## config.mk

```make
export PLATFORM = sky130hd
export DESIGN_NAME = earliest_free_worker_scheduler
export DESIGN_NICKNAME = d
export VERILOG_FILES = /design/src/sv/efws_pkg.sv /design/src/sv/earliest_free_worker_scheduler.sv /design/src/sv/efws_ctrl.sv /design/src/sv/efws_dp.sv
export SDC_FILE = /design/constraint.sdc
export NUM_CORES = 1
export LEC_CHECK = 0
export BUFFER_PORTS_ARGS = -buffer_cell sky130_fd_sc_hd__buf_2
export CORE_UTILIZATION = 30
export CTS_CLUSTER_DIAMETER = 200
export DETAILED_ROUTE_END_ITERATION = 7
export GPL_ROUTABILITY_DRIVEN = 0
export PLACE_DENSITY_LB_ADDON = 0.25
export SETUP_SLACK_MARGIN = 0.5
export SYNTH_ARGS = -nofsm -noshare
export SYNTH_HDL_FRONTEND = slang
export SYNTH_SLANG_ARGS = --single-unit
```

## constraint.sdc

```tcl
create_clock -name clk -period 10 [get_ports clk]
set_input_delay 0 -clock clk [delete_from_list [all_inputs] [get_ports clk]]
set_output_delay 0 -clock clk [all_outputs]
set_load 0.03 [all_outputs]
```

## src/sv/efws_pkg.sv

```systemverilog
// Shared types and constants for the earliest-free worker scheduler.
`timescale 1ns / 1ps
package efws_pkg;

  localparam int TIME_W    = 48;
  localparam int DUR_W     = 32;
  localparam int OUT_IDX_W = 4;
  localparam int CFG_W     = 5;

  localparam logic [CFG_W-1:0] ACTIVE_RST = 5'd16;

  typedef enum logic [1:0] {
    ST_IDLE,
    ST_SCAN,
    ST_UPDATE
  } state_t;

  typedef struct packed {
    logic load;
    logic rd;
    logic commit;
  } ctl_cmd_t;

  typedef struct packed {
    logic rd_done;
  } ctl_sts_t;

endpackage

```

## src/sv/earliest_free_worker_scheduler.sv

```systemverilog
// Top level of the earliest-free worker scheduler.
//
// Assigns each job request to the enabled worker with the smallest free time,
// lowest index on ties, and advances that worker's free time by the job's
// duration, saturating at 2^48-1.
//
// Input: a request is taken at a rising edge with start high and busy low.
// Output: each result is shown for one cycle with out_valid high; the receiver
// cannot stall it.
// Configuration: cfg_we writes cfg_wdata into the active-worker count (0 acts
// as 1, values above WORKERS act as WORKERS). Write only while busy is low.
//
// Timing: out_valid rises after the scan of the N enabled workers and the
// compare, update and result stages; busy drops in that same cycle, so the
// next request can be taken at the edge that ends the strobe. The free-time
// memory is read one worker per cycle during the scan. A new request is not
// taken until the result of the one before it is shown.
//
// Reset: all free times read as zero and the active-worker count is 16.
// A request with in_new_batch set clears all free times before it is scheduled.
`timescale 1ns / 1ps
module earliest_free_worker_scheduler
  import efws_pkg::*;
#(
  parameter int WORKERS = 16
) (
  input  logic                 clk,
  input  logic                 rst_n,
  input  logic                 start,
  output logic                 busy,
  input  logic [DUR_W-1:0]     in_job_duration,
  input  logic                 in_new_batch,
  output logic                 out_valid,
  output logic [OUT_IDX_W-1:0] out_worker_index,
  output logic [TIME_W-1:0]    out_start_time,
  output logic                 out_time_saturated,
  input  logic                 cfg_we,
  input  logic [CFG_W-1:0]     cfg_wdata
);

  ctl_cmd_t cmd;
  ctl_sts_t sts;

  efws_ctrl u_ctrl (
    .clk   (clk),
    .rst_n (rst_n),
    .start (start),
    .busy  (busy),
    .cmd   (cmd),
    .sts   (sts)
  );

  efws_dp #(
    .WORKERS (WORKERS)
  ) u_dp (
    .clk                (clk),
    .rst_n              (rst_n),
    .cfg_we             (cfg_we),
    .cfg_wdata          (cfg_wdata),
    .in_job_duration    (in_job_duration),
    .in_new_batch       (in_new_batch),
    .cmd                (cmd),
    .sts                (sts),
    .out_valid          (out_valid),
    .out_worker_index   (out_worker_index),
    .out_start_time     (out_start_time),
    .out_time_saturated (out_time_saturated)
  );

endmodule

```

## src/sv/efws_ctrl.sv

```systemverilog
// Controller state machine: accept a request, sequence the scan and the update.
`timescale 1ns / 1ps
module efws_ctrl
  import efws_pkg::*;
(
  input  logic     clk,
  input  logic     rst_n,
  input  logic     start,
  output logic     busy,
  output ctl_cmd_t cmd,
  input  ctl_sts_t sts
);

  state_t state_r;
  state_t state_nxt;

  always_ff @(posedge clk) begin
    if (!rst_n) begin
      state_r <= ST_IDLE;
    end else begin
      state_r <= state_nxt;
    end
  end

  always_comb begin
    state_nxt  = state_r;
    cmd        = '0;
    busy       = 1'b1;
    case (state_r)
      ST_IDLE: begin
        busy = 1'b0;
        if (start) begin
          cmd.load  = 1'b1;
          state_nxt = ST_SCAN;
        end
      end
      ST_SCAN: begin
        // last compare happens in the cycle the read counter reaches the end
        if (!sts.rd_done) begin
          cmd.rd = 1'b1;
        end else begin
          state_nxt = ST_UPDATE;
        end
      end
      ST_UPDATE: begin
        cmd.commit = 1'b1;
        state_nxt  = ST_IDLE;
      end
      default: begin
        state_nxt = ST_IDLE;
      end
    endcase
  end

endmodule

```

## src/sv/efws_dp.sv

```systemverilog
// Datapath: free-time memory, minimum search, saturating update and result register.
`timescale 1ns / 1ps
module efws_dp
  import efws_pkg::*;
#(
  parameter int WORKERS = 16
) (
  input  logic                 clk,
  input  logic                 rst_n,
  input  logic                 cfg_we,
  input  logic [CFG_W-1:0]     cfg_wdata,
  input  logic [DUR_W-1:0]     in_job_duration,
  input  logic                 in_new_batch,
  input  ctl_cmd_t             cmd,
  output ctl_sts_t             sts,
  output logic                 out_valid,
  output logic [OUT_IDX_W-1:0] out_worker_index,
  output logic [TIME_W-1:0]    out_start_time,
  output logic                 out_time_saturated
);

  localparam int IDX_W = (WORKERS > 1) ? $clog2(WORKERS) : 1;
  localparam int CNT_W = $clog2(WORKERS + 1);

  logic [TIME_W-1:0]  mem [WORKERS];
  logic [WORKERS-1:0] vld_r;

  logic [CFG_W-1:0]   active_r;
  logic [DUR_W-1:0]   dur_r;
  logic [CNT_W-1:0]   n_r;
  logic [CNT_W-1:0]   n_load;
  logic [CNT_W-1:0]   rd_addr_r;
  logic [TIME_W-1:0]  mem_q_r;
  logic               rd_vld_r;
  logic               cmp_vld_r;
  logic [IDX_W-1:0]   cmp_idx_r;
  logic [TIME_W-1:0]  cmp_time;
  logic [IDX_W-1:0]   best_idx_r;
  logic [TIME_W-1:0]  best_time_r;
  logic [TIME_W:0]    sum;
  logic               sat;
  logic [TIME_W-1:0]  new_time;

  logic                 out_valid_r;
  logic [OUT_IDX_W-1:0] out_idx_r;
  logic [TIME_W-1:0]    out_start_r;
  logic                 out_sat_r;

  // clamp the worker count to 1 .. WORKERS
  always_comb begin
    if (active_r == '0) begin
      n_load = CNT_W'(1);
    end else if (32'(active_r) > WORKERS) begin
      n_load = CNT_W'(WORKERS);
    end else begin
      n_load = CNT_W'(active_r);
    end
  end

  assign sts.rd_done = (rd_addr_r == n_r);

  always_ff @(posedge clk) begin
    if (!rst_n) begin
      active_r <= ACTIVE_RST;
    end else if (cfg_we) begin
      active_r <= cfg_wdata;
    end
  end

  always_ff @(posedge clk) begin
    if (cmd.commit) begin
      mem[best_idx_r] <= new_time;
    end
    if (cmd.rd) begin
      mem_q_r <= mem[rd_addr_r[IDX_W-1:0]];
    end
  end

  // an entry never written since reset or a new batch reads as zero
  always_ff @(posedge clk) begin
    if (!rst_n) begin
      vld_r <= '0;
    end else if (cmd.load && in_new_batch) begin
      vld_r <= '0;
    end else if (cmd.commit) begin
      vld_r[best_idx_r] <= 1'b1;
    end
  end

  always_ff @(posedge clk) begin
    if (!rst_n) begin
      rd_addr_r <= '0;
      cmp_vld_r <= 1'b0;
    end else begin
      cmp_vld_r <= cmd.rd;
      if (cmd.load) begin
        rd_addr_r <= '0;
      end else if (cmd.rd) begin
        rd_addr_r <= rd_addr_r + CNT_W'(1);
      end
    end
  end

  always_ff @(posedge clk) begin
    if (cmd.load) begin
      dur_r <= in_job_duration;
      n_r   <= n_load;
    end
    if (cmd.rd) begin
      rd_vld_r  <= vld_r[rd_addr_r[IDX_W-1:0]];
      cmp_idx_r <= rd_addr_r[IDX_W-1:0];
    end
  end

  assign cmp_time = rd_vld_r ? mem_q_r : '0;

  // strict less-than keeps the lowest index on ties
  always_ff @(posedge clk) begin
    if (cmp_vld_r) begin
      if (cmp_idx_r == '0 || cmp_time < best_time_r) begin
        best_idx_r  <= cmp_idx_r;
        best_time_r <= cmp_time;
      end
    end
  end

  assign sum      = {1'b0, best_time_r} + (TIME_W + 1)'(dur_r);
  assign sat      = sum[TIME_W];
  assign new_time = sat ? {TIME_W{1'b1}} : sum[TIME_W-1:0];

  always_ff @(posedge clk) begin
    if (!rst_n) begin
      out_valid_r <= 1'b0;
    end else begin
      out_valid_r <= cmd.commit;
    end
  end

  always_ff @(posedge clk) begin
    if (cmd.commit) begin
      out_idx_r   <= OUT_IDX_W'(best_idx_r);
      out_start_r <= best_time_r;
      out_sat_r   <= sat;
    end
  end

  assign out_valid          = out_valid_r;
  assign out_worker_index   = out_idx_r;
  assign out_start_time     = out_start_r;
  assign out_time_saturated = out_sat_r;

endmodule
```

==> reports/metrics.yaml <==
status: "completed"
slew_viol_final: 0
relSlewSlack_pct: 15.6
powerDensity_nw_per_um2: 199
timing.rr.start: "u_dp.rd_vld_r"
drive_gt1_share_pct: 25.7
syn2layout_area_growth_pct: 17.1
clkSinkCount: 993
critPathBufInv: 2
timing_worst_setup_path_type: "flip-flop to flip-flop"
fin_crit_sh_pct: 51.3
die_y_um: 366
grt_max_degree: 61
syn-num-nets: 2085
finalCriticalPeriod_ps: 5130
grt_pass1_wl_mm: 149
tns_ps: 0
worstPathRequired_ps: 10310
worstHoldStart: "in_job_duration[18]"
endpoint_kind: "flip-flop"
clockRootBuffer: "clkbuf_16"
cp.depth: 12
wire_per_inst_um: 26.0
grt_pass1_vias: 20513
diodes: 0
place_ws_ps: 4720
ctsHtreeMaxLevel: 3
synthFlopType: "edfxtp_1"
wl_mm: 104
path_delay_family: "compound AO/OA/AOI/OAI gates"
synthesis.area_um2: 39700
dp_hpwl_mm: 59.8
power_leakage_nw: 15.1
ys_seq_area_share_pct: 74.3
critPathMaxStageDelay_ps: 940
layout_common_cells: "edfxtp_1, mux4_2, clkbuf_16, buf_2, ha_1"
pin_count: 97
vias: 19907
antenna_found_initial: 4
cts_tree: "done"
start_util_pct: 30.2
async_flop_share_pct: 0
setup_violations: 0
die_area_um2: 134000
seqCellArea_um2: 29500
drv_cap: 0
synth-edff-count: 963
synth_top_area_cell: "edfxtp_1"
yosys-top-cells-area: "edfxtp_1, mux4_2, ha_1"
worstMarginPinSlew_ps: 1230
critPathLaunchType: "flip-flop"
grt_usage_pct: 15.5
synth_top_area_share_pct: 72.8
ys_types: 63
drt_pass1_iterations: 5
synthCells: 1960
insertion_delay_ps: 680
holdPathStages: 2
rr_worst_depth: 12
synth_warnings: 0
r2r_setup_slack_ps: 4870
cp_max_fo: 28
ir_drop_v: 0.000121
globalRouteOverflowTotal: 0
finClkSkew_ps: 25.3
fin_nets: 2296
final_common_cell: "edfxtp_1"
ant_nets: 0
core_area_um2: 131000
ys_ff_latch: 993
cp.arrival_ps: 5440
syn_avg_cell_area_um2: 20.3
remaining_drc_errors: 0
die_width_um: 366
fmax_ghz: 0.195
cpMaxStageDelayCell: "edfxtp_1"
nFillCells: 12244
via_per_inst: 4.97
cts-buffers-inserted: 98
worstPathCellList: "buf_4, and2_1, ha_1, a21o_1, a21o_1, a221o_1, a221oi_1, o21ai_0, a41oi_1, nor4_1, o21ai_4, buf_4"
num_rows: 133
drt_iter0_markers: 2053
worstHoldPathType: "input pin to flip-flop"
multi_input_area_um2: 9780
io_buffers: 96
clkTransAtPathRegs_ps: 70
finalHoldViolations: 0
setup_ws_ps: 4870
fin_util_pct: 35.4
clockBufferDepth: 3
rr_endpoint: "u_dp.best_time_r[6]"
rsz0062_at_grt: "false"
hold_end: "u_dp.dur_r[18]"
==> logic make-up (layout without fill, tap and decap cells) <==
logic type	count (synthesis)	in the layout	share of synthesized area [%]
xor+xnor	35	35	0.772
flops	993	993	74.3
buf+inv	139	432	1.38
compound gates	192	192	3.30
mux	255	255	14.2
simple gates	263	263	3.44
fa+ha+maj	83	83	2.63
==> layer usage <==
layer | vias up | global-route usage [%] | share of wire (%)
met1 | 10609 | 23.1 | 46
met2 | 687 | 23.2 | 45
met3 | 127 | 2.81 | 6.8
li1 | 8482 | - | -
met5 | - | 0 | 0.012
met4 | 2 | 3.52 | 1.9
==> state kept, by name (all words and copies together) (netlist names), 4 cells and up <==
register,flops
u_dp.out_start_time,48
u_dp.cmp_idx_r,4
u_dp.out_worker_index,4
u_dp.mem,768
u_dp.active_r,5
u_dp.vld_r,16
u_dp.rd_addr_r,5
u_dp.mem_q_r,48
u_dp.best_idx_r,4
u_dp.dur_r,32
u_dp.n_r,5
u_dp.best_time_r,48
==> cell usage after synthesis (2+ instances only) <==
cell and instances:
a211oi_1 9, a21o_1 46, a21oi_1 45, a31o_2 2, a31oi_1 7, a41o_1 2
and2_1 53, and3_1 7, and4b_1 2, buf_1 16, buf_2 11, clkbuf_1 53
dfxtp_1 30, edfxtp_1 963, ha_1 82, inv_1 57, mux2_2 3, mux2i_1 7
mux4_2 245, nand2_1 65, nand2b_1 7, nand3_1 18, nand4_1 19, nor2_1 40
nor2b_1 8, nor3_1 21, nor3b_1 3, nor4_1 5, o2111ai_1 2, o211ai_1 7
o21a_1 23, o21ai_0 22, o21bai_1 4, o221ai_1 2, o31a_1 2, o31ai_1 6
or2_2 3, or3_1 4, or4_1 2, xnor2_1 17, xor2_1 18
==> worst max path at each step <==
stage	to	start	slack (ps)
floorplan	u_dp.best_idx_r[0]	u_dp.rd_vld_r	3560
global placement	u_dp.best_time_r[6]	u_dp.rd_vld_r	4890
detailed placement	u_dp.best_idx_r[0]	u_dp.rd_vld_r	4720
CTS	u_dp.best_idx_r[0]	u_dp.rd_vld_r	4690
global route	u_dp.best_idx_r[1]	u_dp.rd_vld_r	4490
finish	u_dp.best_time_r[6]	u_dp.rd_vld_r	4870
==> repair_timing <==
item / CTS / global route
gates resized for setup: 0 / 0
endpoints found under the hold margin: 77 / 0
setup buffers: 0 / 0
hold buffers: 50 / 0
==> final cells by class <==
| cell class | instances | area share, % |
|---|---|---|
| clock buffers | 118 | 5.57 |
| clock inverters | 64 | 1.82 |
| inverters | 57 | 0.463 |
| multi-input cells | 828 | 21.0 |
| flip-flops and latches | 993 | 63.5 |
| well taps | 1755 | 4.72 |
| repair buffers | 193 | 2.87 |
==> metrics by stage <==
| stage | std cells | total power [mW] | hold WS [ps] | area, um^2 |
|---|---|---|---|---|
| 4_1_cts | 4006 | 9.33 | 34.1 | 46500 |
| 3_5_place_dp | 3774 | 5.38 | 180 | 42500 |
| 5_1_grt | 4008 | 9.53 | 53.1 | 46500 |
| 2_1_floorplan | 1960 | 5.19 | 98.9 | 39700 |
| 3_3_place_gp | 3774 | 5.36 | 182 | 42500 |
| 6_report | 4008 | 9.24 | 65.2 | 46500 |
==> power breakdown <==
part,leakage [nW],internal (mW),switching (mW)
combinational,4.46,0.196,0.347
sequential,8.97,4.72,0.0446
clock,1.66,2.34,1.59
total,15.1,7.26,1.98
Power figures use the tool's default switching activity.
